[config.mk]
export PLATFORM = sky130hd
export DESIGN_NAME = tpce_dist_mem
export DESIGN_NICKNAME = d
export VERILOG_FILES = /design/src/rtl/tpce_dist_mem.sv
export SDC_FILE = /design/constraint.sdc
export NUM_CORES = 2
export LEC_CHECK = 0
export BUFFER_PORTS_ARGS = -buffer_cell sky130_fd_sc_hd__buf_2
export CORE_ASPECT_RATIO = 1.75
export CORE_MARGIN = 1.5
export CORE_UTILIZATION = 61
export CTS_CLUSTER_DIAMETER = 30
export DETAILED_ROUTE_END_ITERATION = 10
export GPL_TIMING_DRIVEN = 0
export PLACE_DENSITY = 0.77
export SLEW_MARGIN = 20
export SYNTH_ARGS = -nofsm -noshare
export SYNTH_HDL_FRONTEND = slang
export SYNTH_SLANG_ARGS = --single-unit
[constraint.sdc]
create_clock -name clk -period 3.7 [get_ports clk]
set_clock_uncertainty 0.1 [all_clocks]
set_input_delay 0.37 -clock clk [delete_from_list [all_inputs] [get_ports clk]]
set_output_delay 0.37 -clock clk [all_outputs]
set_load 0.1 [all_outputs]
[src/rtl/tpce_dist_mem.sv]
// tpce_dist_mem: distance table, one write and one registered read port
// depends on nothing; entries hold no reset value

module tpce_dist_mem #(
  parameter int DEPTH = 256,
  parameter int WIDTH = 16,
  parameter int AW    = 8
) (
  input  logic             clk,
  input  logic             wr_en,
  input  logic [AW-1:0]    wr_addr,
  input  logic [WIDTH-1:0] wr_data,
  input  logic             rd_en,
  input  logic [AW-1:0]    rd_addr,
  output logic [WIDTH-1:0] rd_data
);

  logic [WIDTH-1:0] mem [DEPTH];

  always_ff @(posedge clk) begin
    if (wr_en) begin
      mem[wr_addr] <= wr_data;
    end
    if (rd_en) begin
      rd_data <= mem[rd_addr];
    end
  end

endmodule

======== After elaboration in Yosys (flattened, before gate mapping) ========
Memories as Yosys holds them, arrays and structs flattened. A register that Yosys moved wholly into a read port is not among the register bits.
Cells that the tools add are included.
word-level totals
  flip-flop bits (word level) ............. 0
  bits in writable memories ............... 4096
  word-level logic and storage cells ...... 3
  memories kept ........................... 1
memory list
  name  words  bits a word  read ports  clocked after memory_dff  write ports  RTL line  text
  mem   256    16           1           1                         1            18        logic [WIDTH-1:0] mem [DEPTH];
operators by class
  multiplexer cells ....................... 2
operator list
  kind               count
  1-bit two-way mux  2

======== Depth between registers and ports, before layout ========
  depth in word-level cells ............... 2
  mapped depth ............................ 12

======== Worst setup path after synthesis ========
OpenSTA, ideal clock, no wires.
  kind .................................... input -> register
  from .................................... input port rd_addr[0]
  to ...................................... register rd_data[4], read port of mem, data pin
  arrival time ............................ 2354 ps
  data required time ...................... 3335 ps
  path slack .............................. 981 ps
  cell stages on the path ................. 8
  path buffers ............................ 3
  cell sequence ........................... buf_6 buf_6 buf_2 mux4_2 mux4_2 a22o_1 o32ai_2 nor4_2
RTL lines
  what         RTL line  text
  from (decl)  14        input logic [AW-1:0] rd_addr,
  to (decl)    15        output logic [WIDTH-1:0] rd_data

==> metrics.cfg <==
[run_status]
outcome=finished, violations left
violations=negative setup slack

[clock_network]
cts_buffer_depth=4
cts_buffers=472
cts.sinks=4112
htreeDepth=5
post-cts-setup-buffers=0
clk_pin_slew_ns=0.06
cts-root-buf=clkbuf_16
insertion_delay_ns=1.01
cts_tree=yes

[sta]
fmax_mhz=246
fin_setup_tns_ns=-3.28
worst_slack_ns=-0.368
hold_viol_final=0
rsz0062_at_grt=true
hold_ws_ns=0.230
finalMaxSlewViolations=0
max_slew_margin_pct=12.6
setup_viol=16
min_period_ns=4.07
worst_pin_slew_ns=1.31
fin_crit_sh_pct=110

[die]
initial_core_util_pct=61.4
die_h_um=678
dieArea_um2=264000
ioPinCount=51
placementRows=247
die_w_um=389
core_area_um2=259000

[logic_synthesis]
synth_edf_count=4112
ys_warn_count=0
async_reset_ff_share_pct=0
syn_inst=7360
ys_types=51
synthesis.area_um2=159000
ys_ff_latch=4112
syn_avg_cell_area_um2=21.6
syn_nets=7395
synth_ff_type=edfxtp_1
ys_seq_area_share_pct=77.7

[run]
drv_cap=0

[finish]
final_cell_mix=4112 x edfxtp_1, 797 x mux4_2, 565 x mux2i_1
fin_util_pct=71.6
nets=8142
drive_above_1_share_pct=30.8
layout_commonest_cell=edfxtp_1
fin_cells=11900
areaGrowthSynthToFinish_pct=16.6

[drt]
routed_wl_um=537000
wl_per_cell_um=45.1
via_per_inst=7.28
drc=0
dr_total_vias=86600
ant_nets=0
drtIter0Drc=12700
drt-pass1-iter-count=9

[setup_path]
criticalPathCategory=input port to flop
regToRegSetupSlack_ns=0.19
crit_slowest_cell=clkdlybuf4s15_1
cp-end-kind=flop
critPathLaunchType=input port
cp.arrival_ns=4.66
ff2ff_path_depth=5
worstPathCellList=buf_2 > nand2b_1 > buf_2 > clkbuf_2 > clkdlybuf4s15_1 > o221ai_1 > o22ai_1 > nor3_1 > nor3_2 > nor4_2
cp_max_fo=10
rr_endpoint=rd_data[3]
path_common_cell=buf_2
worst_ep_required_time_ns=4.29
regToRegStartpoint=mem[51][3]
crit_path_max_incr_delay_ns=0.79

[placement]
post-place-ws_ns=-2.13
gp_congestion=1.10
dp_hpwl_um=361000
dp_cells=11000
io_buffer_count=40

[grt]
grt_pass1_vias=87000
grt_max_degree=137
grt_pass1_wl_um=721000
grt_overflow_total=0
antenna_found_initial=36
grtUsageTotal_pct=41.1

[pwr]
powerDensity_nw_per_um2=572
p_leak_nw=59.2
ir_drop_mv=0.754

[hold_path]
hold_path_end=mem[23][4]
hp-start=wr_data[4]
holdPathStages=2
holdCritPathClass=input port to flop

cells by family after synthesis:
family	synth area share (%)
AO/OA/AOI/OAI	3.53
buffers and inverters	1.69
flip-flops	77.7
multiplexers	15.5
AND/OR/NAND/NOR	1.57
sequential cells by signal (all words and copies together), names as in the netlist:
signal   count
mem       4096
rd_data     16
how the worst max path moves through the flow:
| stage | startpoint | to | slack, ns | depth (start not counted) |
|---|---|---|---|---|
| after global routing | rd_addr[2] | rd_data[6] | -0.03 | 10 |
| after global placement | rd_addr[1] | rd_data[3] | -3.52 | 10 |
| after floorplan | rd_addr[0] | rd_data[4] | 0.98 | 8 |
| after detailed placement | rd_addr[1] | rd_data[13] | -2.13 | 10 |
| after CTS | rd_addr[2] | rd_data[13] | -0.005 | 10 |
| final | rd_addr[2] | rd_data[14] | -0.37 | 10 |
cells in the mapped netlist, drive strengths merged, types with 18 or more instances:
| cell | count | area [µm²] |
|---|---|---|
| a211oi | 18 | 135 |
| a21oi | 175 | 876 |
| a221oi | 28 | 245 |
| a22o | 32 | 280 |
| a22oi | 43 | 323 |
| buf | 222 | 1810 |
| clkbuf | 230 | 863 |
| edfxtp | 4112 | 123000 |
| mux2 | 88 | 991 |
| mux2i | 565 | 5660 |
| mux4 | 797 | 17900 |
| nand2 | 38 | 143 |
| nand3 | 35 | 175 |
| nand4 | 26 | 163 |
| nor2 | 304 | 1140 |
| nor3 | 92 | 460 |
| nor4 | 18 | 119 |
| o21ai | 38 | 190 |
| o221ai | 253 | 2220 |
| o22ai | 148 | 926 |
| o32ai | 21 | 191 |
metal layers:
metal | vias to the layer above | global-route usage (%) | part of all wire (%)
li1 | 32900 | - | -
met1 | 44400 | 42.7 | 28
met2 | 7115 | 66.4 | 48
met3 | 2168 | 10.2 | 10
met4 | 32 | 41.9 | 13
met5 | - | 0.349 | 0.058
report_power, final:
part / total, W / switching [W] / internal (W)
Sequential: 0.0514 / 0.0000318 / 0.0514
Clock: 0.0484 / 0.0203 / 0.0280
Combinational: 0.00623 / 0.00441 / 0.00181
Total: 0.106 / 0.0248 / 0.0812
what timing repair did:
action                                  4_1_cts  5_1_grt
hold buffers                                 17        0
pin swaps                                     3        6
hold endpoints to repair                    891        0
gates resized for setup                     126       64
endpoints found under the setup margin       16       16
worst max-delay path: cells and delay by family:
kind / cells / cell delay (ns)
compound gates: 2 / 0.82
buf+inv: 4 / 1.75
simple gates: 4 / 1.67
cell type report:
| class | instances | area, µm² |
|---|---|---|
| timing repair buffer | 275 | 3960 |
| clock inverter | 368 | 4220 |
| sequential | 4112 | 123000 |
| inverter | 4 | 17.5 |
| tap | 3361 | 4210 |
| clock buffer | 507 | 12100 |
| antenna | 26 | 65.1 |
| fill | 14300 | 73400 |
| multi-input combinational | 2792 | 34300 |
| buffer | 450 | 2920 |
per-stage QoR:
stage	power, W	cell area, µm²
floorplan	0.0551	159000
global placement	0.0580	163000
detailed placement	0.0582	168000
CTS	0.106	185000
global route	0.108	185000
finish	0.106	185000
No activity file was read; power rests on OpenSTA's default activity.
