--- config.mk ---
export PLATFORM = sky130hd
export DESIGN_NAME = tpce_order_mem
export DESIGN_NICKNAME = d
export VERILOG_FILES = /design/src/rtl/tpce_pkg.sv /design/src/rtl/tpce_order_mem.sv
export SDC_FILE = /design/constraint.sdc
export NUM_CORES = 1
export LEC_CHECK = 0
export BUFFER_PORTS_ARGS = -buffer_cell sky130_fd_sc_hd__buf_2
export CAP_MARGIN = 25
export CORE_ASPECT_RATIO = 0.9
export CORE_MARGIN = 3
export CORE_UTILIZATION = 30
export CTS_CLUSTER_DIAMETER = 150
export DETAILED_ROUTE_END_ITERATION = 12
export PLACE_DENSITY = 0.57
export SETUP_SLACK_MARGIN = 0.1
export SLEW_MARGIN = 30
export SYNTH_ARGS = -nofsm -noshare
export SYNTH_HDL_FRONTEND = slang
export SYNTH_SLANG_ARGS = --single-unit
--- constraint.sdc ---
create_clock -name clk -period 1.9 [get_ports clk]
set_input_delay 0.095 -clock clk [delete_from_list [all_inputs] [get_ports clk]]
set_output_delay 0.095 -clock clk [all_outputs]
set_load 0.01 [all_outputs]
--- src/rtl/tpce_pkg.sv ---
// tpce_pkg: shared types and constants of the tour permutation cost enumerator
// used by tpce_order_mem, tpce_ctrl and the top module; no dependencies

package tpce_pkg;

  localparam int CITY_W     = 4;   // city number and tour position
  localparam int CNT_W      = 5;   // city count, up to sixteen
  localparam int DIN_W      = 16;  // distance word on the input
  localparam int COST_W     = 20;
  localparam int PACK_W     = 64;
  localparam int IN_DATA_W  = 24;
  localparam int OUT_DATA_W = 88;
  localparam int ACT_W      = 2;
  localparam int REG_IDX_W  = 2;
  localparam int REG_DATA_W = 5;

  localparam logic [COST_W-1:0] COST_MAX   = 20'hFFFFF;
  localparam logic [CITY_W-1:0] PREFIX_LEN = 4'd2;

  // input word kinds
  localparam logic [ACT_W-1:0] ACT_LOAD    = 2'd0;
  localparam logic [ACT_W-1:0] ACT_START   = 2'd1;
  localparam logic [ACT_W-1:0] ACT_ADVANCE = 2'd2;

  // configuration register indexes
  localparam logic [REG_IDX_W-1:0] REG_CITY_COUNT  = 2'd0;
  localparam logic [REG_IDX_W-1:0] REG_PREFIX_MODE = 2'd1;
  localparam logic [REG_IDX_W-1:0] REG_PREFIX_CITY = 2'd2;

  localparam logic [CNT_W-1:0]  CITY_COUNT_RST  = 5'd5;
  localparam logic [CITY_W-1:0] PREFIX_CITY_RST = 4'd1;

  // configuration after range fixing
  typedef struct packed {
    logic [CNT_W-1:0]  count;
    logic              prefix_on;
    logic [CITY_W-1:0] first_city;
  } run_cfg_t;

  // order memory access
  typedef struct packed {
    logic              rd_en;
    logic [CITY_W-1:0] rd_addr;
    logic              wr_en;
    logic [CITY_W-1:0] wr_addr;
    logic [CITY_W-1:0] wr_data;
    logic              clr;
  } ord_req_t;

endpackage

--- src/rtl/tpce_order_mem.sv ---
// tpce_order_mem: current tour order, one write and one registered read port
// depends on tpce_pkg; an entry with its valid bit clear reads as its own position

module tpce_order_mem #(
  parameter int MAX_CITIES = 16
) (
  input  logic                      clk,
  input  logic                      rst,
  input  tpce_pkg::ord_req_t        req,
  output logic [tpce_pkg::CITY_W-1:0] rd_data
);

  import tpce_pkg::*;

  localparam int PW = $clog2(MAX_CITIES);

  logic [CITY_W-1:0]     mem [MAX_CITIES];
  logic [MAX_CITIES-1:0] valid;

  always_ff @(posedge clk) begin
    if (rst) begin
      valid <= '0;
    end else if (req.clr) begin
      valid <= '0;
    end else if (req.wr_en) begin
      valid[req.wr_addr[PW-1:0]] <= 1'b1;
    end
  end

  always_ff @(posedge clk) begin
    if (req.wr_en) begin
      mem[req.wr_addr[PW-1:0]] <= req.wr_data;
    end
    if (req.rd_en) begin
      rd_data <= valid[req.rd_addr[PW-1:0]] ? mem[req.rd_addr[PW-1:0]] : req.rd_addr;
    end
  end

endmodule

Yosys cells after proc, flatten, opt, wreduce, memory -nomap -nowiden

Memory sizes are Yosys's and may differ from the RTL's.
Index checks and enable logic that the tools add are counted.

Input port bits: 17
Memory bits (writable): 64
Word-level logic and storage cells: 16
Register bits after elaboration: 20
Memories kept: 1
Output and inout port bits: 4

Bitwise operators: 1
Reduce and logical (&&, ||, !) cells: 2
Mux-type cells: 7
Magnitude comparators: 3

Memories:

| name | words | bits a word | read ports | clocked after Yosys merged registers in | write ports | RTL line             | RTL |
|---|---|---|---|---|---|---|---|
| mem  | 16    | 4           | 1          | 0                                       | 1           | tpce_order_mem.sv:17 | `logic [CITY_W-1:0] mem [MAX_CITIES];` |

Operators with widths:

| operator           | number |
|---|---|
| $or 16x16->16      | 1 |
| $lt 4x5->1 const B | 2 |
| $bmux 1 s4         | 1 |
| $demux 1 s4        | 1 |
| $ge 4x1->1 const B | 1 |
| $mux 1             | 4 |
| $mux 4             | 1 |
| $reduce_or 2->1    | 1 |
| $logic_and 1x1->1  | 1 |

Logic depth before layout (Yosys ltp)

Gate-level depths: netlist of the first run.

Depth in word-level cells: 5
Mapped depth: 6
Mapped depth without buffers: 4

Worst setup path before layout of the first run

Ideal clock, no wire load.

Path kind: reg-to-reg
Start: register valid[1]
End: register rd_data[0] (netlist bit), data pin
Stages on the path, launching flop included: 5
Required time: 1640 ps
Buffers on the path: 0
Clock period less this slack: 1699 ps
Setup time: 260 ps
Data arrival time: 1439 ps
Slack: 201 ps
Cells stage by stage: dfxtp_1 mux4_1 a22oi_2 nand3_2 mux2_4

Word-level cells in the longest chain between the ends: 3

RTL lines:

| what                             | RTL line             | RTL |
|---|---|---|
| start: declaration               | tpce_order_mem.sv:18 | `logic [MAX_CITIES-1:0] valid;` |
| start signal: assignment         | tpce_order_mem.sv:22 | `valid <= '0;` |
| start signal: assignment         | tpce_order_mem.sv:24 | `valid <= '0;` |
| start signal: indexed assignment | tpce_order_mem.sv:26 | `valid[req.wr_addr[PW-1:0]] <= 1'b1;` |
| $bmux 1 s4                       | tpce_order_mem.sv:35 | `rd_data <= valid[req.rd_addr[PW-1:0]] ? mem[req.rd_addr[PW-1:0]] : req.rd_addr;` |
| $mux 1 (implied by the code)     | tpce_order_mem.sv:35 |  |
| $mux 4                           | tpce_order_mem.sv:35 |  |
| end signal: assignment           | tpce_order_mem.sv:35 |  |
| end: declaration                 | tpce_order_mem.sv:10 | `output logic [tpce_pkg::CITY_W-1:0] rd_data` |

Every way passes these cells. The select of a mux whose other input is x is not followed.
A chain may end at the register's enable or synchronous reset.

Worst setup path in the final report of the first run

Start: memory mem[0][2]
End: register rd_data[2] (netlist bit), data pin

Word-level cells in the longest chain between the ends: 2

RTL lines:

| what               | RTL line |
|---|---|
| start: declaration | tpce_order_mem.sv:17 |
| $mem_v2 16x4       | -- |
| $mux 4             | tpce_order_mem.sv:35 |

Every way passes these cells.

==> results of run 1 <==
[power by group through the flow]
stage | logic (uW) | registers, uW | clock network (uW)
after floorplan | 114 | 2070 | 0
after global placement | 215 | 2070 | 0
after detailed placement | 217 | 2070 | 0
after CTS | 218 | 2030 | 1810
after global routing | 234 | 2030 | 1900
final | 214 | 2030 | 1780
[placed cells by master, fill, tap and decap left out]
| cell | instances |
|---|---|
| buf_4 | 11 |
| mux2i_1 | 3 |
| buf_12 | 2 |
| and3b_1 | 1 |
| o31ai_1 | 1 |
| a22oi_1 | 2 |
| mux4_2 | 13 |
| nor2b_1 | 2 |
| nand3b_1 | 2 |
| edfxtp_1 | 68 |
| buf_2 | 20 |
| clkinv_1 | 1 |
| nand3_1 | 7 |
| mux2_2 | 1 |
| a22oi_2 | 1 |
| o21a_1 | 17 |
| clkbuf_1 | 2 |
| dfxtp_1 | 16 |
| mux4_1 | 7 |
| nand2_1 | 5 |
| or3b_2 | 1 |
| nor2_1 | 14 |
| mux2_4 | 2 |
| nand3_2 | 1 |
| bufinv_16 | 2 |
| o21ai_0 | 3 |
| clkinv_2 | 1 |
| clkbuf_16 | 9 |
| clkinvlp_4 | 1 |
| nor3_1 | 4 |
| nor3b_1 | 1 |
| nand2b_1 | 2 |
[metrics by stage]
| step | hold WS, ps | area, um^2 | std cells | util (%) |
|---|---|---|---|---|
| 6_report | 30.4 | 4010 | 371 | 38.0 |
| 5_1_grt | 24.9 | 4010 | 371 | 38.0 |
| 4_1_cts | 14.7 | 4010 | 371 | 38.0 |
| 3_5_place_dp | 362 | 3700 | 355 | 35.1 |
| 3_3_place_gp | 359 | 3700 | 355 | 35.1 |
| 2_1_floorplan | 194 | 3340 | 181 | - |
[kinds of logic (layout without fill, tap and decap cells)]
| kind of cell | after synthesis | after routing | share of synthesized area, % |
|---|---|---|---|
| AND/OR/NAND/NOR | 40 | 40 | 6.04 |
| flip-flops | 84 | 84 | 70.8 |
| buffers and inverters | 7 | 49 | 1.31 |
| AO/OA/AOI/OAI | 24 | 24 | 5.32 |
| multiplexers | 26 | 26 | 16.5 |
[what timing repair did]
action / 4_1_cts / 5_1_grt
setup endpoints to repair: 0 / 2
gates resized for setup: 0 / 1
hold buffers: 0 / 0
hold endpoints to repair: 0 / 0
[worst paths after layout]
kind                            startpoint    endpoint  cells past startpoint
worst max-delay path             mem[0][2]  rd_data[2]                      4
worst min register to register   valid[12]   valid[12]                      1
worst min-delay path               req[14]  rd_data[3]                      1
worst max register to register   mem[0][2]  rd_data[2]                      4
[registers in the layout, summed over array words and instances (netlist names)]
name and flops:
mem 64, rd_data 4, valid 16
[final cells by class]
cell class                 count  area share (%)
tap                          148            4.62
timing repair buffer          33            5.56
sequential                    84            59.0
clock buffer                  11            5.81
clock inverter                 5            1.91
multi-input combinational     90            23.1
[layer usage]
layer  GRT usage [%]  vias to the layer above  part of all wire [%]
li1                -                      804                     -
met1            16.7                      893                    48
met2            17.2                       42                    46
met3            3.64                        9                   4.7
met4            3.69                        0                   1.3
met5               0                        -                     0
[critical path, stage by stage, from the launching register on]
cell      delay, ps
edfxtp_1        380
mux4_1          510
a22oi_1         200
nand3_1         110
mux2_4          260
==> flow_summary_export.csv, run 1 <==
group,metric,value,unit
run_status,outcome,"completed",
clock_network,post_cts_buffers,0,
pwr,p_total,4020,uW
pwr,p_comb_share,5.3,%
critical_path,crit_type,"reg2reg",
layout,area_delta_synth_final,20.1,%
timing,finalHoldViolCount,0,
floorplanning,die_w,117,um
floorplanning,start_util,31.6,%
layout,final_layout_size_suffix_gt1_share,29.1,%
place,port_buffers,20,
timing,min_period_over_period,89.9,%
clock_network,clk_pin_slew,60,ps
route,wirelength,6.67,mm
pwr,switching_power,759,uW
layout,n_antenna_cell,0,
grt,grt_pass1_wl,10.5,mm
critical_path,required,1980,ps
grt,grt_usage,11.8,%
clock_network,clock-sinks,84,
synthesis,synth_seq_area_share,70.8,%
clock_network,clockBufferDepth,2,
synthesis,synth_most_common_cell,"edfxtp_1",
route,dr_total_vias,1748,
timing,slew_headroom,59.3,%
floorplanning,die-area,12400,um^2
pwr,intPower,3260,uW
grt,overflow,0,
layout,seqCellArea,2360,um^2
synthesis,yosys_register_bits,84,
pwr,clockPowerShare,44.1,%
route,route.detailed.drc,0,
timing,tightest_slew,608,ps
synthesis,synthFlopType,"edfxtp_1",
synthesis,ys_top_cells_by_area,"edfxtp_1 (61%), dfxtp_1 (9.6%), mux4_2 (8.1%)",
pwr,seqPwrFrac,50.5,%
critical_path,critPathMaxFanout,1,
floorplanning,ioPinCount,21,
timing,fmax,585,MHz
critical_path,rrSetupSlack,190,ps
hold_path,hp-class,"in2reg",
grt,grt_max_degree,17,
floorplanning,core_area,10600,um^2
route,firstDrtPassIters,4,
layout,fillers,983,
critical_path,startpoint_type,"flop",
timing,drv_slew,0,
clock_network,root_buffer,"clkbuf_16",
floorplanning,std_cell_rows,35,
route,viasPerCell,4.71,
pwr,ir_worst_vdd,0.000498,V
place,dp.final_hpwl,4.75,mm
synthesis,synth_top_area_share,61.2,%
timing,tns,0,ps
timing,final.min_clock_period,1710,ps
pwr,power.density,1000,nW/um^2
synthesis,syn-cell-area,3340,um^2
route,drt-initial-drc-count,120,
grt,antenna_found_initial,0,
timing,fin_ws,191,ps
synthesis,synth.net_count,198,
place,place_ws,45.9,ps
synthesis,avgSynthCellArea,18.4,um^2
route,antenna_left,0,
synthesis,async_reset_ff_share,0,%
timing,fin_skew,3.04,ps
clock_network,htree_num_levels,3,
place,gp_congestion,0.778,
synthesis,syn_inst,181,
synthesis,yosysUniqueCellTypes,26,
layout,multi_input_area,927,um^2
flow_run,maxCapViolations,0,
timing,rsz0062_at_grt,"no",
synthesis,synthTopCellsByCount,"edfxtp_1 (68), o21a_1 (17), dfxtp_1 (16)",
synthesis,yosysWarnings,0,
clock_network,worstSkewPairLatency,330,ps
clock_network,cts_made_buffers,9,
floorplanning,fp.dieH,106,um
route,wl_per_cell,18.0,um
clock_network,tritoncts,"yes",
pwr,switching_share,18.9,%
grt,grt_pass1_vias,1802,
critical_path,arrival,1790,ps
critical_path,end_kind,"flop",
synthesis,synth_area_leader_cell,"edfxtp_1",
layout,final_nets,235,
synthesis,synth_edf_count,68,
timing,setup_viol,0,
pwr,p_leak,0.00136,uW
Note: power is estimated with default switching activity, not from simulation.
==> run 2: changes to the inputs <==
GPL_TIMING_DRIVEN = 0   (was default)
==> flow_summary_export.csv, run 2 (same netlist as run 1, synthesis figures left out) <==
group,metric,value,unit
run_status,outcome,"completed",
pwr,intPower,3190,uW
clock_network,root_buffer,"clkbuf_16",
pwr,power.density,1010,nW/um^2
critical_path,crit_type,"reg2reg",
layout,final_nets,229,
floorplanning,start_util,31.6,%
clock_network,post_cts_buffers,0,
grt,overflow,0,
critical_path,startpoint_type,"flop",
route,route.detailed.drc,0,
route,firstDrtPassIters,4,
grt,grt_usage,11.3,%
hold_path,min_path_cells,1,
clock_network,htree_num_levels,3,
clock_network,cts_made_buffers,9,
place,post_dp_cell_area,3620,um^2
clock_network,cts_resized,1,
critical_path,required,1980,ps
grt,antenna_found_initial,0,
critical_path,cp-startpoint,"valid[5]",
floorplanning,core_area,10600,um^2
pwr,seqPwrFrac,51.1,%
clock_network,clockBufferDepth,2,
timing,drv_slew,0,
place,dp.final_hpwl,4.58,mm
critical_path,rrSetupSlack,170,ps
layout,final_layout_size_suffix_gt1_share,26.3,%
critical_path,arrival,1810,ps
layout,final_area,3920,um^2
timing,final.min_clock_period,1730,ps
floorplanning,ioPinCount,21,
route,wl_per_cell,18.0,um
hold_path,min_to,"rd_data[2]",
flow_run,maxCapViolations,0,
route,wirelength,6.57,mm
clock_network,tritoncts,"yes",
route,viasPerCell,4.66,
timing,finalHoldViolCount,0,
pwr,switching_share,19.6,%
route,antenna_left,0,
route,dr_total_vias,1701,
pwr,ir_worst_vdd,0.000464,V
grt,grt_pass1_vias,1744,
pwr,p_total,3970,uW
pwr,p_comb_share,5.1,%
timing,fmax,577,MHz
place,port_buffers,20,
layout,final_cell_mix,"edfxtp_1 (68), buf_2 (22), o21a_1 (17)",
floorplanning,die_w,117,um
floorplanning,die-area,12400,um^2
route,drt-initial-drc-count,128,
floorplanning,fp.dieH,106,um
pwr,p_leak,0.00131,uW
layout,area_delta_synth_final,17.5,%
pwr,switching_power,780,uW
layout,largest_reg_flops,64,
timing,tightest_slew,867,ps
critical_path,end_kind,"flop",
layout,n_antenna_cell,0,
hold_path,hp-class,"in2reg",
clock_network,cts_hold_buf,0,
timing,slew_headroom,41.8,%
timing,setup_viol,0,
grt,grt_pass1_wl,10.1,mm
critical_path,worstReg2RegEnd,"rd_data[0]",
critical_path,r2r-start,"valid[5]",
critical_path,critPathMaxFanout,3,
clock_network,clk_pin_slew,60,ps
place,gp_congestion,0.674,
floorplanning,std_cell_rows,35,
hold_path,worstHoldStart,"req[14]",
grt,grt_max_degree,17,
critical_path,r2r_cells,4,
timing,rsz0062_at_grt,"no",
timing,fin_skew,3.74,ps
clock_network,worstSkewPairLatency,330,ps
timing,min_period_over_period,91.2,%
clock_network,clock-sinks,84,
layout,final_common_cell,"edfxtp_1",
pwr,clockPowerShare,43.8,%
[run 2: changes by cell type in the layout (fill, tap and decap cells not counted), sizes merged]
| cell | change |
|---|---|
| clkinv | +1 |
| clkbuf | +4 |
| clkinvlp | -1 |
| bufinv | -1 |
| buf | -9 |
[run 2: through the flow]
stage	util [%]	instances	TNS (ps)	hold WS, ps	setup slack [ps]
4_1_cts	37.2	365	0	16.0	155
6_report	37.2	365	0	23.0	167
5_1_grt	37.2	365	0	20.5	102
3_3_place_gp	34.3	349	-255	355	-121
3_5_place_dp	34.3	349	-335	360	-147
2_1_floorplan	-	181	0	194	201
[run 2: worst max-delay path, stage by stage, from the launching register on]
cell,delay [ps]
dfxtp_1,310
mux4_2,530
a22oi_2,220
nand3_2,120
mux2_4,310
[run 2: how the worst max path moves through the flow]
stage,cells past startpoint,to
after floorplan,4,rd_data[0]
after global placement,7,rd_data[3]
final,4,rd_data[0]
after detailed placement,7,rd_data[3]
after CTS,4,rd_data[0]
after global routing,4,rd_data[0]
[run 2: final cells by class]
cell class                 count  area (um^2)
buffer                         7         43.8
multi-input combinational     90          927
tap                          148          185
timing repair buffer          20          100
fill                         993         6630
clock buffer                  12          256
clock inverter                 4         47.5
sequential                    84         2360
[run 2: power by group through the flow]
stage	combinational [uW]	sequential, uW	clock [uW]
4_1_cts	206	2030	1780
2_1_floorplan	114	2070	0
5_1_grt	221	2030	1840
3_5_place_dp	205	2070	0
6_report	201	2030	1740
3_3_place_gp	201	2070	0
[run 2: per-layer routing]
metal / routed length, um / global-route usage (%) / up-vias / part of all wire, %
li1: - / - / 793 / -
met1: 3120 / 15.4 / 862 / 48
met2: 3120 / 17.4 / 35 / 47
met3: 254 / 3.59 / 11 / 3.9
met4: 74 / 3.11 / 0 / 1.1
met5: 0 / 0 / - / 0
==> run 3: changes to the inputs <==
GPL_TIMING_DRIVEN = default   (was 0)
RECOVER_POWER = 100   (was default)
==> flow_summary_export.csv, run 3 (same netlist as run 1, synthesis figures left out) <==
group,metric,value,unit
run_status,outcome,"completed",
route,antenna_left,0,
pwr,intPower,3260,uW
timing,setup_viol,0,
timing,slew_headroom,48.6,%
floorplanning,die_w,117,um
critical_path,startpoint_type,"flop",
layout,n_antenna_cell,0,
floorplanning,std_cell_rows,35,
timing,fmax,573,MHz
pwr,ir_worst_vdd,0.000497,V
route,wirelength,6.68,mm
floorplanning,ioPinCount,21,
layout,final_layout_size_suffix_gt1_share,20.6,%
timing,min_period_over_period,91.9,%
critical_path,arrival,1830,ps
place,dp.cells,355,
grt,grt_usage,11.8,%
route,viasPerCell,4.69,
critical_path,end_kind,"flop",
clock_network,post_cts_buffers,0,
pwr,switching_power,760,uW
pwr,p_comb_share,5.1,%
pwr,seqPwrFrac,50.6,%
clock_network,clock-sinks,84,
floorplanning,fp.dieH,106,um
clock_network,cts_made_buffers,9,
grt,antenna_found_initial,0,
timing,drv_slew,0,
flow_run,maxCapViolations,0,
grt,grt_pass1_vias,1802,
floorplanning,core_area,10600,um^2
place,dp.final_hpwl,4.75,mm
layout,largest_reg_flops,64,
clock_network,tritoncts,"yes",
route,drt-initial-drc-count,124,
place,gp_congestion,0.778,
critical_path,rrSetupSlack,150,ps
critical_path,cp-startpoint,"mem[0][2]",
hold_path,hp-class,"in2reg",
timing,fin_skew,6.98,ps
critical_path,crit_type,"reg2reg",
timing,finalHoldViolCount,0,
grt,grt_max_degree,17,
pwr,p_leak,0.00130,uW
critical_path,critPathMaxFanout,1,
layout,fillers,991,
clock_network,htree_num_levels,3,
critical_path,required,1980,ps
grt,grt_pass1_wl,10.5,mm
timing,whs,85.3,ps
clock_network,clockBufferDepth,2,
timing,rsz0062_at_grt,"no",
layout,final_nets,235,
layout,area_delta_synth_final,18.8,%
floorplanning,start_util,31.6,%
timing,tns,0,ps
place,port_buffers,20,
clock_network,worstSkewPairLatency,330,ps
layout,final_common_cell,"edfxtp_1",
timing,final.min_clock_period,1750,ps
clock_network,root_buffer,"clkbuf_16",
route,dr_total_vias,1741,
pwr,p_total,4020,uW
pwr,clockPowerShare,44.2,%
route,firstDrtPassIters,4,
critical_path,endpoint,"rd_data[2]",
layout,final_cell_mix,"edfxtp_1 (68), clkbuf_1 (19), o21a_1 (17)",
route,wl_per_cell,18.0,um
floorplanning,die-area,12400,um^2
critical_path,r2r-start,"mem[0][2]",
pwr,switching_share,18.9,%
critical_path,worstReg2RegEnd,"rd_data[2]",
timing,tightest_slew,770,ps
grt,overflow,0,
route,route.detailed.drc,0,
pwr,power.density,1010,nW/um^2
critical_path,r2r_cells,4,
clock_network,clk_pin_slew,60,ps
layout,stdcell_count,371,
==> run 3: how the worst min path moves through the flow <==
stage	start	end	depth (start not counted)
after floorplan	req[1]	mem[0][0]	0
after global placement	req[14]	rd_data[1]	1
after detailed placement	req[14]	rd_data[3]	1
after CTS	req[14]	rd_data[3]	1
after global routing	req[14]	rd_data[1]	1
final	req[14]	rd_data[3]	1
==> run 3: final cells by class <==
class                      instances  area [um^2]  share of cell area (%)
timing repair buffer              33          189                    4.76
sequential                        84         2360                    59.6
multi-input combinational         90          920                    23.2
tap                              148          185                    4.67
clock buffer                      11          233                    5.87
clock inverter                     5         76.3                    1.92
==> run 3: power groups by stage <==
| stage | logic, uW | registers, uW | clock network [uW] |
|---|---|---|---|
| 2_1_floorplan | 114 | 2070 | 0 |
| 4_1_cts | 218 | 2030 | 1810 |
| 5_1_grt | 226 | 2040 | 1900 |
| 3_5_place_dp | 217 | 2070 | 0 |
| 6_report | 205 | 2030 | 1780 |
| 3_3_place_gp | 215 | 2070 | 0 |
==> run 3: timing repair <==
action	CTS	global route
setup endpoints to repair	0	2
hold buffers	0	0
gates resized for setup	0	1
hold endpoints to repair	0	0
==> run 3: stage by stage <==
step	setup slack, ps	utilization, %	instance area (um^2)
2_1_floorplan	201	-	3340
3_3_place_gp	92.0	35.1	3700
3_5_place_dp	45.9	35.1	3700
4_1_cts	128	38.0	4010
5_1_grt	73.0	37.6	3970
6_report	153	37.6	3970
==> run 3: per-layer routing <==
metal	track usage, %	vias to the layer above	part of all wire, %
li1	-	806	-
met1	16.7	882	47
met2	17.2	49	46
met3	3.64	4	6.5
met4	3.69	0	0.57
met5	0	-	0
==> run 3: worst max-delay path, stage by stage (launching register included) <==
cell	delay (ps)
edfxtp_1	380
mux4_1	510
a22oi_1	210
nand3_1	110
mux2_1	300
