File: config.mk
export PLATFORM = sky130hd
export DESIGN_NAME = tpce_ctrl
export DESIGN_NICKNAME = d
export VERILOG_FILES = /design/src/rtl/tpce_pkg.sv /design/src/rtl/tpce_ctrl.sv
export SDC_FILE = /design/constraint.sdc
export NUM_CORES = 1
export LEC_CHECK = 0
export ABC_AREA = 1
export BUFFER_PORTS_ARGS = -buffer_cell sky130_fd_sc_hd__buf_2
export CORE_AREA = 2 2 270 139
export CTS_CLUSTER_SIZE = 20
export DETAILED_ROUTE_END_ITERATION = 7
export DIE_AREA = 0 0 272 141
export PLACE_DENSITY_LB_ADDON = 0.15
export SETUP_SLACK_MARGIN = 0.05
export SYNTH_ARGS = -nofsm -noshare
export SYNTH_HDL_FRONTEND = slang
export SYNTH_SLANG_ARGS = --single-unit
File: constraint.sdc
create_clock -name clk -period 6.7 [get_ports clk]
set_input_delay 1.005 -clock clk [delete_from_list [all_inputs] [get_ports clk]]
set_output_delay 1.005 -clock clk [all_outputs]
set_load 0.01 [all_outputs]
File: src/rtl/tpce_pkg.sv
// tpce_pkg: shared types and constants of the tour permutation cost enumerator
// used by tpce_order_mem, tpce_ctrl and the top module; no dependencies

package tpce_pkg;

  localparam int CITY_W     = 4;   // city number and tour position
  localparam int CNT_W      = 5;   // city count, up to sixteen
  localparam int DIN_W      = 16;  // distance word on the input
  localparam int COST_W     = 20;
  localparam int PACK_W     = 64;
  localparam int IN_DATA_W  = 24;
  localparam int OUT_DATA_W = 88;
  localparam int ACT_W      = 2;
  localparam int REG_IDX_W  = 2;
  localparam int REG_DATA_W = 5;

  localparam logic [COST_W-1:0] COST_MAX   = 20'hFFFFF;
  localparam logic [CITY_W-1:0] PREFIX_LEN = 4'd2;

  // input word kinds
  localparam logic [ACT_W-1:0] ACT_LOAD    = 2'd0;
  localparam logic [ACT_W-1:0] ACT_START   = 2'd1;
  localparam logic [ACT_W-1:0] ACT_ADVANCE = 2'd2;

  // configuration register indexes
  localparam logic [REG_IDX_W-1:0] REG_CITY_COUNT  = 2'd0;
  localparam logic [REG_IDX_W-1:0] REG_PREFIX_MODE = 2'd1;
  localparam logic [REG_IDX_W-1:0] REG_PREFIX_CITY = 2'd2;

  localparam logic [CNT_W-1:0]  CITY_COUNT_RST  = 5'd5;
  localparam logic [CITY_W-1:0] PREFIX_CITY_RST = 4'd1;

  // configuration after range fixing
  typedef struct packed {
    logic [CNT_W-1:0]  count;
    logic              prefix_on;
    logic [CITY_W-1:0] first_city;
  } run_cfg_t;

  // order memory access
  typedef struct packed {
    logic              rd_en;
    logic [CITY_W-1:0] rd_addr;
    logic              wr_en;
    logic [CITY_W-1:0] wr_addr;
    logic [CITY_W-1:0] wr_data;
    logic              clr;
  } ord_req_t;

endpackage

File: src/rtl/tpce_ctrl.sv
// tpce_ctrl: sequencer for loads, first tour, next permutation and cost pass
// depends on tpce_pkg; drives the distance and order memories, owns the output register

module tpce_ctrl #(
  parameter int MAX_CITIES = 16,
  parameter int DIST_BITS  = 16,
  parameter int AW         = 8
) (
  input  logic                               clk,
  input  logic                               rst,
  input  tpce_pkg::run_cfg_t                 cfg,
  input  logic                               s_tvalid,
  output logic                               s_tready,
  input  logic [tpce_pkg::IN_DATA_W-1:0]     s_tdata,
  input  logic [tpce_pkg::ACT_W-1:0]         s_tuser,
  output logic                               m_tvalid,
  input  logic                               m_tready,
  output logic [tpce_pkg::OUT_DATA_W-1:0]    m_tdata,
  output logic [0:0]                         m_tuser,
  output tpce_pkg::ord_req_t                 ord,
  input  logic [tpce_pkg::CITY_W-1:0]        ord_rd_data,
  output logic                               dist_wr_en,
  output logic [AW-1:0]                      dist_wr_addr,
  output logic [DIST_BITS-1:0]               dist_wr_data,
  output logic                               dist_rd_en,
  output logic [AW-1:0]                      dist_rd_addr,
  input  logic [DIST_BITS-1:0]               dist_rd_data
);

  import tpce_pkg::*;

  localparam int ACC_W = (DIST_BITS + 4 > COST_W) ? DIST_BITS + 4 : COST_W + 1;

  typedef enum logic [3:0] {
    S_IDLE, S_FILL, S_SCAN, S_FIND, S_SWAP_I, S_SWAP_J,
    S_REV_RD_LO, S_REV_RD_HI, S_REV_WR_LO, S_REV_WR_HI,
    S_INIT_COST, S_COST, S_CLOSE, S_DRAIN, S_DONE
  } state_t;

  state_t state;

  logic [CITY_W-1:0] pos, rd_pos, right, pivot, pivot_val, jpos, succ;
  logic [CITY_W-1:0] lo, hi, tmp, first, prev;
  logic              rd_pend, dist_pend, have_right, iss_done, wrapped;
  logic [ACC_W-1:0]  acc;
  logic [PACK_W-1:0] packed_ord;
  logic [COST_W-1:0] m_cost;
  logic [PACK_W-1:0] m_packed;
  logic              m_wrapped;

  logic              in_acc;
  logic [CITY_W-1:0] last, off, fill_val, d;
  logic [CITY_W-1:0] ld_from, ld_to;

  function automatic logic [AW-1:0] pair_addr(input logic [CITY_W-1:0] a,
                                              input logic [CITY_W-1:0] b);
    return AW'(int'(a) * MAX_CITIES + int'(b));
  endfunction

  assign s_tready = (state == S_IDLE);
  assign in_acc   = s_tvalid && s_tready;
  assign ld_from  = s_tdata[3:0];
  assign ld_to    = s_tdata[7:4];
  assign d        = ord_rd_data;
  assign last     = CITY_W'(cfg.count - 5'd1);
  assign off      = cfg.prefix_on ? PREFIX_LEN : '0;

  // prefix fill: position one gets the prefix city, the rest ascend around it
  assign fill_val = (pos == 4'd1) ? cfg.first_city :
                    ((pos - 4'd1) < cfg.first_city) ? pos - 4'd1 : pos;

  assign m_tdata  = {{(OUT_DATA_W - PACK_W - COST_W){1'b0}}, m_packed, m_cost};
  assign m_tuser  = m_wrapped;

  always_comb begin
    ord          = '0;
    dist_wr_en   = 1'b0;
    dist_wr_addr = pair_addr(ld_from, ld_to);
    dist_wr_data = DIST_BITS'(s_tdata[23:8]);
    dist_rd_en   = 1'b0;
    dist_rd_addr = pair_addr(prev, d);
    case (state)
      S_IDLE: begin
        ord.clr    = in_acc && (s_tuser == ACT_START);
        dist_wr_en = in_acc && (s_tuser == ACT_LOAD) &&
                     (int'(ld_from) < MAX_CITIES) && (int'(ld_to) < MAX_CITIES);
      end
      S_FILL: begin
        ord.wr_en   = 1'b1;
        ord.wr_addr = pos;
        ord.wr_data = fill_val;
      end
      S_SCAN: begin
        // no further read once the descent or the left end is seen
        ord.rd_en   = !(rd_pend && ((have_right && (d < right)) || (rd_pos == off)));
        ord.rd_addr = pos;
      end
      S_FIND: begin
        ord.rd_en   = !(rd_pend && (d > pivot_val));
        ord.rd_addr = pos;
      end
      S_SWAP_I: begin
        ord.wr_en   = 1'b1;
        ord.wr_addr = pivot;
        ord.wr_data = succ;
      end
      S_SWAP_J: begin
        ord.wr_en   = 1'b1;
        ord.wr_addr = jpos;
        ord.wr_data = pivot_val;
      end
      S_REV_RD_LO: begin
        ord.rd_en   = 1'b1;
        ord.rd_addr = lo;
      end
      S_REV_RD_HI: begin
        ord.rd_en   = 1'b1;
        ord.rd_addr = hi;
      end
      S_REV_WR_LO: begin
        ord.wr_en   = 1'b1;
        ord.wr_addr = lo;
        ord.wr_data = d;
      end
      S_REV_WR_HI: begin
        ord.wr_en   = 1'b1;
        ord.wr_addr = hi;
        ord.wr_data = tmp;
      end
      S_COST: begin
        ord.rd_en   = !iss_done;
        ord.rd_addr = pos;
        dist_rd_en  = rd_pend && (rd_pos != '0);
      end
      S_CLOSE: begin
        dist_rd_en   = 1'b1;
        dist_rd_addr = pair_addr(prev, first);
      end
      default: ;
    endcase
  end

  always_ff @(posedge clk) begin
    if (rst) begin
      state     <= S_IDLE;
      m_tvalid  <= 1'b0;
      rd_pend   <= 1'b0;
      dist_pend <= 1'b0;
    end else begin
      rd_pend   <= ord.rd_en;
      rd_pos    <= ord.rd_addr;
      dist_pend <= dist_rd_en;
      if (dist_pend) begin
        acc <= acc + ACC_W'(dist_rd_data);
      end
      if (m_tvalid && m_tready && (state != S_DONE)) begin
        m_tvalid <= 1'b0;
      end
      case (state)
        S_IDLE: begin
          if (in_acc) begin
            case (s_tuser)
              ACT_START: begin
                wrapped <= 1'b0;
                pos     <= 4'd1;
                state   <= cfg.prefix_on ? S_FILL : S_INIT_COST;
              end
              ACT_ADVANCE: begin
                if ({1'b0, off} + 5'd1 >= cfg.count) begin
                  // single free position: nothing to permute
                  wrapped <= 1'b1;
                  state   <= S_INIT_COST;
                end else begin
                  wrapped    <= 1'b0;
                  pos        <= last;
                  have_right <= 1'b0;
                  state      <= S_SCAN;
                end
              end
              default: ;
            endcase
          end
        end
        S_FILL: begin
          pos <= pos + 4'd1;
          if (pos == last) begin
            state <= S_INIT_COST;
          end
        end
        S_SCAN: begin
          // walk leftward looking for the first descent
          if (rd_pend && have_right && (d < right)) begin
            pivot     <= rd_pos;
            pivot_val <= d;
            pos       <= last;
            state     <= S_FIND;
          end else begin
            pos <= (pos == off) ? pos : pos - 4'd1;
            if (rd_pend) begin
              if (rd_pos == off) begin
                // last permutation: reverse the whole free range
                wrapped <= 1'b1;
                lo      <= off;
                hi      <= last;
                state   <= S_REV_RD_LO;
              end else begin
                right      <= d;
                have_right <= 1'b1;
              end
            end
          end
        end
        S_FIND: begin
          pos <= pos - 4'd1;
          if (rd_pend && (d > pivot_val)) begin
            jpos    <= rd_pos;
            succ    <= d;
            state   <= S_SWAP_I;
          end
        end
        S_SWAP_I: begin
          state <= S_SWAP_J;
        end
        S_SWAP_J: begin
          lo    <= pivot + 4'd1;
          hi    <= last;
          state <= ((pivot + 4'd1) < last) ? S_REV_RD_LO : S_INIT_COST;
        end
        S_REV_RD_LO: begin
          state <= S_REV_RD_HI;
        end
        S_REV_RD_HI: begin
          tmp   <= d;
          state <= S_REV_WR_LO;
        end
        S_REV_WR_LO: begin
          state <= S_REV_WR_HI;
        end
        S_REV_WR_HI: begin
          lo    <= lo + 4'd1;
          hi    <= hi - 4'd1;
          state <= ((lo + 4'd1) < (hi - 4'd1)) ? S_REV_RD_LO : S_INIT_COST;
        end
        S_INIT_COST: begin
          pos        <= '0;
          iss_done   <= 1'b0;
          acc        <= '0;
          packed_ord <= '0;
          state      <= S_COST;
        end
        S_COST: begin
          if (!iss_done) begin
            pos <= pos + 4'd1;
            if (pos == last) begin
              iss_done <= 1'b1;
            end
          end
          if (rd_pend) begin
            packed_ord[{rd_pos, 2'b00} +: CITY_W] <= d;
            prev <= d;
            if (rd_pos == '0) begin
              first <= d;
            end
            if (rd_pos == last) begin
              state <= S_CLOSE;
            end
          end
        end
        S_CLOSE: begin
          state <= S_DRAIN;
        end
        S_DRAIN: begin
          state <= S_DONE;
        end
        S_DONE: begin
          if (!m_tvalid || m_tready) begin
            m_tvalid  <= 1'b1;
            m_cost    <= (acc > ACC_W'(COST_MAX)) ? COST_MAX : acc[COST_W-1:0];
            m_packed  <= packed_ord;
            m_wrapped <= wrapped;
            state     <= S_IDLE;
          end
        end
        default: state <= S_IDLE;
      endcase
    end
  end

  // successor search never reaches the pivot
  a_find_right_of_pivot: assert property (@(posedge clk) disable iff (rst)
    (state == S_FIND && rd_pend) |-> (rd_pos > pivot))
    else $error("successor search passed the pivot");

  // pivot scan stays inside the free range
  a_scan_in_range: assert property (@(posedge clk) disable iff (rst)
    (state == S_SCAN && rd_pend) |-> (rd_pos >= off))
    else $error("pivot scan left the free range");

  // a swap of the reversal always has two distinct ends
  a_rev_ordered: assert property (@(posedge clk) disable iff (rst)
    (state == S_REV_RD_LO) |-> (lo < hi))
    else $error("reversal ends crossed");

  // a result word is only raised at the end of a cost pass
  a_out_from_done: assert property (@(posedge clk) disable iff (rst)
    $rose(m_tvalid) |-> $past(state == S_DONE))
    else $error("result raised outside of completion");

endmodule

; ---- After elaboration in Yosys (flattened, before gate mapping)
; Cells that the tools add are included.
[word_totals]
output_inout_bits = 140
wordCells = 192
register_bits = 228
input_bits = 60
[op_classes]
n_reduce_logical = 41
n_addsub = 12
shifts = 2
n_bitwise = 3
n_lt_le_gt_ge = 7
n_mux = 63
n_eq_ne = 40
[op_table]
columns = operator, n
row1 = case mux 64 bit (2 select lines), 1
row2 = two-way mux 4 bit, 26
row3 = bitwise mux 64 bit, 1
row4 = two-way mux 64 bit, 1
row5 = variable shift 4 x 8 -> 64 bit (first input constant), 1
row6 = variable part select 4 x 8 -> 64 bit, 1
row7 = case mux 4 bit (15 select lines), 1
row8 = case mux 9 bit (5 select lines), 1
row9 = equality test 4 bit (second input constant), 7
row10 = case mux 5 bit (5 select lines), 1
row11 = adder 8 x 4 -> 8 bit, 3
row12 = case mux 4 bit (3 select lines), 2
row13 = case mux 4 bit (6 select lines), 1
row14 = inequality test 2 bit (second input constant), 11
row15 = adder 21 x 16 -> 21 bit, 1
row16 = > comparator 21 x 20 -> 1 bit (second input constant), 1
row17 = two-way mux 21 bit, 1
row18 = two-way mux 1 bit, 18
row19 = equality test 4 x 3 -> 1 bit (second input constant), 4
row20 = less-than comparator 4 bit, 4
row21 = case mux 4 bit (2 select lines), 2
row22 = AND reduction 3 bit, 5
row23 = AND reduction 7 bit, 2
row24 = adder 4 x 1 -> 4 bit (second input constant), 3
row25 = other kinds (33), 69

; ---- Depth between registers and ports, before layout
; Gate-level depths: netlist of the first run.
[logic_depth]
word_depth = 7
ltp_mapped = 14
mapped_depth_nobuf = 14

; ---- Worst setup path before layout of the first run
; No wires, ideal clock.
[synth_path]
path_type = input-to-reg
start = input port rst
end = register m_cost[0] (enable)
setup_slack_ps = 1374
setup_time_ps = 529
t_arrival_ps = 4797
required_ps = 6171
path_buffers = 0
stages = 3
path_cell_list = inv_1 nand2_1 nor2_1
[synth_via]
elab_chain_len = 2
[synth_rtl]
columns = item, line_no
row1 = "start, declared", tpce_ctrl.sv:10  ; input logic rst,
row2 = inverter 1 bit (no source line), --
row3 = AND reduction 3 bit (no source line), --
row4 = "end signal, assigned", tpce_ctrl.sv:278  ; m_cost <= (acc > ACC_W'(COST_MAX)) ? COST_MAX : acc[COST_W-1:0];
row5 = "end, declared", tpce_ctrl.sv:47  ; logic [COST_W-1:0] m_cost;
; No other way between the ends.
; A chain may end at the register's enable or synchronous reset.

==> results of run 1 <==
-- through the flow --
stage	power, mW	setup slack [ns]	instance area [um^2]	cells	util (%)
3_5_place_dp	2.516	2.948	12460	1705	34.28
4_1_cts	3.946	2.355	13270	1747	36.51
2_1_floorplan	2.231	1.374	11370	1110	-
5_1_grt	4.105	2.094	13270	1747	36.51
3_3_place_gp	2.524	2.947	12460	1705	34.28
6_report	3.915	2.358	13270	1748	36.52
-- state kept, by name, indices dropped and copies added (netlist names), 20 cells and up --
name	count
m_packed	64
packed_ord	64
m_cost	20
acc	21
-- layout make-up --
cell class,instances,area share (%)
Antenna cell,1,0.01885
Clock buffer,30,5.005
Clock inverter,12,1.112
Inverter,118,3.337
Multi-Input combinational cell,714,28.96
Sequential cell,228,51.05
Tap cell,494,4.656
Timing Repair Buffer,151,5.863
-- kinds of logic (layout without fill, tap and decap cells) --
logic type      after synthesis  in the layout  share of synthesized area, %
compound gates              254            254                         12.25
xor+xnor                     13             13                         1.003
fa+ha+maj                    44             44                         4.915
buf+inv                     168            311                         6.711
flops                       228            228                         59.68
other cells                   1              5                       0.03303
simple gates                399            399                         15.40
-- worst paths after layout --
kind / start / to / slack [ns] / depth (start not counted)
setup reg to reg: state[3] / first[1] / 3.58 / 7
hold / removal: wrapped / m_tuser / 0.44 / 0
setup / recovery: pos[0] / ord[4] / 2.36 / 12
hold reg to reg: wrapped / m_tuser / 0.44 / 0
-- synthesized netlist by cell type, types with 3 or more instances --
cell / number / area [um^2]
a221oi_1: 8 / 70.07
o22ai_1: 4 / 25.02
a31oi_1: 3 / 18.77
o21bai_1: 5 / 37.54
nand2_1: 156 / 585.6
dfxtp_1: 7 / 140.1
a21oi_1: 102 / 510.5
ha_1: 43 / 538.0
nor2_1: 123 / 461.7
inv_1: 108 / 405.4
and2_1: 3 / 18.77
or2_2: 19 / 118.9
nand3_1: 45 / 225.2
inv_2: 9 / 33.78
buf_4: 30 / 225.2
o221ai_1: 6 / 52.55
xor2_1: 8 / 70.07
o21ai_0: 108 / 540.5
clkbuf_1: 10 / 37.54
nor3_1: 26 / 130.1
edfxtp_1: 221 / 6636
nor2_2: 9 / 56.30
a21boi_0: 4 / 30.03
o211ai_1: 5 / 37.54
xnor2_1: 5 / 43.79
buf_2: 9 / 45.04
nand4_1: 6 / 37.54
nor2_4: 6 / 67.56
-- layer usage --
layer	vias up	routed length, um
met5	-	0
met4	0	409
met3	29	2941
met2	320	12120
met1	4087	18160
li1	4119	-
-- critical path, cell delays in order (launching register included) --
cell      delay [ns]
edfxtp_1        0.48
clkinv_1        0.36
ha_1            0.33
xnor2_1         0.21
inv_1           0.07
ha_1            0.27
nand2_1         0.04
o21ai_1         0.39
a21oi_1         0.12
o21ai_0         0.09
o21ai_0         0.09
o21ai_0         0.18
buf_2           0.17
-- placed cells by master, fill, tap and decap left out, drive strengths merged, types with 2 or more instances in the layout --
master    n
edfxtp  221
nand2   159
buf     151
nor2    138
inv     118
o21ai   110
a21oi   102
nand3    45
ha       43
clkbuf   30
nor3     27
or2      19
xor2      8
a221oi    8
clkinv    8
dfxtp     7
o221ai    6
nand4     6
xnor2     5
o21bai    5
o211ai    5
a21boi    4
o22ai     4
conb      4
a31oi     3
and2      3
bufinv    3
a22o      2
-- power groups by stage --
stage	Combinational (mW)	Clock [mW]	Sequential (mW)
final	0.832	1.41	1.67
after global placement	0.825	0	1.70
after detailed placement	0.818	0	1.70
after floorplan	0.560	0	1.67
after global routing	0.920	1.51	1.67
after CTS	0.823	1.46	1.67
==> impl_metrics.tcl, run 1 <==
set metrics [dict create \
    outcome "finished, final reports clean" \
    cts_tree "done" \
    antenna_left 0 \
    met1_usage_pct 29.75 \
    finalCritPeriodShare_pct 64.81 \
    std_cell_rows 50 \
    worstMarginPinSlew_ns 1.040 \
    grt_pass1_vias 7940 \
    multi_input_area_um2 3844 \
    comb_power_share_pct 21.3 \
    final_nets 1341 \
    grt_max_degree 65 \
    path_max_fanout 8 \
    drv_slew 0 \
    cts-root-buf "clkbuf_16" \
    synth.cell_area_um2 11350 \
    ctsHoldBuffers 0 \
    period_minus_slack_ns 4.342 \
    die-area_um2 38350 \
    synth.distinct_cells 44 \
    swShare_pct 31.62 \
    p_switching_mw 1.238 \
    setup-violations-final 0 \
    cts_resized 0 \
    clockBufferDepth 3 \
    antenna_found_initial 0 \
    power_leakage_nw 5.232 \
    skew_ns 0.01572 \
    hold_viol 0 \
    hold_slack_ns 0.4357 \
    slew_headroom_pct 29.94 \
    io_pins 200 \
    syn_inst 1107 \
    synth.ff_latch_count 228 \
    use_met3_pct 4.394 \
    synth-seq-area-share_pct 59.68 \
    synth-edff-count 221 \
    p_int_mw 2.677 \
    power_density_nw_per_um2 294.9 \
    dominantRegCellSynth "edfxtp_1" \
    gp_congestion 0.9025 \
    crit_path_end_kind "output pin" \
    grt_pass1_wl_um 50520 \
    crit_type "reg2out" \
    drive_gt1_share_pct 19.15 \
    critPathRequiredTime_ns 5.69 \
    portBuffers 147 \
    grt_setup_unrepaired "no" \
    h-tree-depth 1 \
    maxCapViolCount 0 \
    setup_tns_ns 0 \
    register_area_um2 6777 \
    viasPerCell 4.894 \
    numCtsBuffers 24 \
    dieHeight_um 141 \
    grt_usage_pct 17.35 \
    die_width_um 272 \
    drcViolationCount 0 \
    worstPathArrival_ns 3.34 \
    async_reset_ff_share_pct 0 \
    gr-usage-met2_pct 20.88 \
    grt.overflow.total 0 \
    yosys_warnings 0 \
    initial_utilization_pct 31.24 \
    p_seq_share_pct 42.7 \
    vias 8555 \
    clock_power_share_pct 36.1 \
    fmax_ghz 0.2303 \
    dr.pass1.iters 5 \
    cts.sinks 228 \
    ir_drop_uv 152.9 \
    clk_latency_ns 0.54 \
    synth.avg_cell_area_um2 10.26 \
    area_delta_synth_final_pct 16.90 \
    post_cts_buffers 0 \
    grt_busiest_layer "met1" \
    wl_um 33630 \
    clkTransAtPathRegs_ns 0.06 \
    wl_per_cell_um 19.24 \
    n_fill_cell 3688 \
    critPathLaunchType "flip-flop" \
    drt_iter0_drc 910 \
    hp-class "reg2reg" \
    hpwl_um 25000 \
    coreArea_um2 36350 \
]
Power figures use the tool's default switching activity.
==> inputs of run 2 (changes only) <==
- ABC_AREA: 1 -> 0
- CORE_AREA: 2 2 270 139 -> 2 2 275 141
- DIE_AREA: 0 0 272 141 -> 0 0 277 143
- clock period: 6.7 -> 4.45 ns (I/O delays scaled with it)
==> run 2 against run 1 <==
Highest routed layer unchanged. Non-clock buffer count up 13. Clock skew up 0.0030 ns. First-iteration DRC count down 43%. Hold slack better by 0.012 ns. Cell count down 7.2%. Register-to-register slack worse by 2.2 ns. Largest power group unchanged. Flip-flop and latch count unchanged. Sequential share of layout area down 1.3 points. Power up 46%. Synthesized cell count down 10%. Worst setup slack worse by 1.8 ns.
==> impl_metrics.tcl, run 2 <==
set metrics [dict create \
    p_int_mw 4.001 \
    numCtsBuffers 23 \
    post_cts_buffers 0 \
    initial_utilization_pct 31.95 \
    power_leakage_nw 5.319 \
    crit_buf_inv 3 \
    power_mw 5.732 \
    synth_simple_gate_area_share_pct 14.48 \
    dieHeight_um 143 \
    clkTransAtPathRegs_ns 0.07 \
    std_cell_rows 50 \
    cp_top_family "compound AO/OA/AOI/OAI gates" \
    whs_path_depth 0 \
    ir_drop_uv 203.7 \
    area_delta_synth_final_pct 15.08 \
    antenna_left 0 \
    fmax_ghz 0.2549 \
    endpoint "ord[3]" \
    worstPathArrival_ns 3.25 \
    dominantRegCellSynth "edfxtp_1" \
    slew_headroom_pct 37.27 \
    drv_slew 0 \
    finalCritPeriodShare_pct 88.14 \
    cts_resized 0 \
    setup-violations-final 0 \
    hold_slack_ns 0.4475 \
    worstMarginPinSlew_ns 0.9389 \
    hold_viol 0 \
    comb_power_share_pct 22.1 \
    yosys.area_share.xor_xnor_pct 2.612 \
    p_switching_mw 1.731 \
    synth-edff-count 221 \
    place_area_um2 12910 \
    hp-class "reg2reg" \
    clk_latency_ns 0.52 \
    maxCapViolCount 0 \
    gp_congestion 0.8762 \
    critPathSlowestCell "edfxtp_1" \
    async_reset_ff_share_pct 0 \
    placed_cells 1583 \
    synth.cell_area_um2 11830 \
    p_seq_share_pct 44.6 \
    power_density_nw_per_um2 421.0 \
    synth-adder-area-share_pct 4.717 \
    yosysTopAreaCell "edfxtp_1" \
    cts_tree "done" \
    die_width_um 277 \
    final_cell_mix "221 x edfxtp_1, 147 x buf_2, 101 x nor2_1" \
    syn_inst 991 \
    clockBufferDepth 3 \
    outcome "finished, final reports clean" \
    grt_max_degree 74 \
    clock_power_share_pct 33.3 \
    synth_top_family_by_area "simple AND/OR/NAND/NOR gates" \
    drt_iter0_drc 515 \
    wl_um 31480 \
    crit_cells 11 \
    startpoint "pos[1]" \
    grt.overflow.total 0 \
    h-tree-depth 1 \
    synth_top_area_share_pct 56.09 \
    synth.avg_cell_area_um2 11.94 \
    critPathLaunchType "flip-flop" \
    final_nets 1218 \
    yosysMostFrequentCell "edfxtp_1" \
    ctsHoldBuffers 0 \
    synth-seq-area-share_pct 57.28 \
    critical_path.max_stage_delay_ns 0.57 \
    hpwl_um 22450 \
    dr.pass1.iters 5 \
    rrSetupSlack_ns 1.39 \
    grt_pass1_vias 8144 \
    path_max_fanout 9 \
    period_minus_slack_ns 3.922 \
    fin_area_um2 13620 \
    top_regs "m_packed x64, packed_ord x64, acc x21" \
    synth_mux_area_share_pct 5.764 \
    vias 8081 \
    swShare_pct 30.21 \
    die-area_um2 39610 \
    synth-compound-area-share_pct 10.14 \
    io_pins 200 \
    yosys_warnings 0 \
    grt_usage_pct 15.89 \
    drive_gt1_share_pct 21.28 \
    antenna_found_initial 0 \
    r2r-end "packed_ord[28]" \
    wl_per_cell_um 19.40 \
    r2r_start "rd_pos[1]" \
    synthTopCellsByArea "edfxtp_1 56%, mux2i_1 5.2%, ha_1 4.5%, nor2_1 3.3%, nand2_1 2.6%" \
    critPathRequiredTime_ns 3.78 \
    synth.distinct_cells 88 \
    reg2regPathDepth 8 \
    synth_commonest_cells "221 x edfxtp_1, 103 x nor2_1, 82 x nand2_1" \
    final_common_cell "edfxtp_1" \
    cts-root-buf "clkbuf_16" \
    synth.ff_latch_count 228 \
    stdcell_count 1623 \
    viasPerCell 4.979 \
    crit_type "reg2out" \
    coreArea_um2 37040 \
    portBuffers 147 \
    skew_ns 0.01874 \
    path_cells "inv_1, ha_1, inv_1, ha_1, a21boi_0, o21a_1, o21a_1, nor3_1, xor2_1, a221o_1, buf_2" \
    cts.sinks 228 \
    crit_path_end_kind "output pin" \
    grt_setup_unrepaired "no" \
    drcViolationCount 0 \
    setup_tns_ns 0 \
    grt_pass1_wl_um 48910 \
]
-- run 2: cell types whose count changed after synthesis, moves of 20 or more --
| cell | previous run | this run |
|---|---|---|
| mux2i_1 | 0 | 61 |
| nor2_1 | 123 | 103 |
| nand2_1 | 156 | 82 |
| a21oi_1 | 102 | 45 |
| inv_1 | 108 | 33 |
| o21ai_0 | 108 | 22 |
-- run 2: worst min-delay path by stage --
stage	end	startpoint
2_1_floorplan	m_tuser	wrapped
3_3_place_gp	m_packed[56]	packed_ord[56]
6_report	m_packed[56]	packed_ord[56]
3_5_place_dp	m_packed[56]	packed_ord[56]
5_1_grt	m_packed[48]	packed_ord[48]
4_1_cts	m_packed[56]	packed_ord[56]
-- run 2: metal layers --
| layer | share of wire [%] | vias to the layer above | GRT usage, % |
|---|---|---|---|
| met4 | 1.6 | 0 | 3.576 |
| met5 | 0 | - | 0 |
| met1 | 47 | 3968 | 21.82 |
| li1 | - | 3900 | - |
| met3 | 4.3 | 29 | 2.683 |
| met2 | 47 | 184 | 26.42 |
-- run 2: cells by family after synthesis --
| family | count (synthesis) |
|---|---|
| mux | 67 |
| simple gates | 346 |
| other cells | 1 |
| buf+inv | 103 |
| fa+ha+maj | 44 |
| xor+xnor | 30 |
| flops | 228 |
| compound gates | 172 |
-- run 2: power by group through the flow --
stage,logic (mW),clock network (mW),registers (mW)
finish,1.27,1.91,2.55
global placement,1.27,0,2.60
detailed placement,1.27,0,2.60
CTS,1.28,1.97,2.55
floorplan,0.995,0,2.51
global route,1.41,2.05,2.56
-- run 2: per-stage QoR --
step	utilization, %	setup slack, ns
floorplan	-	0.8889
global placement	34.86	1.085
detailed placement	34.86	1.063
CTS	36.76	0.5011
global route	36.76	0.2864
finish	36.76	0.5277
-- run 2: area by class of cell --
class / count / area, um^2
fillers: 3685 / 23420
flip-flops and latches: 228 / 6777
multi-input cells: 663 / 4498
repair buffers: 164 / 888.4
well taps: 494 / 618.1
clock buffers: 29 / 598.1
inverters: 34 / 130.1
clock inverters: 10 / 103.9
diodes: 1 / 2.502
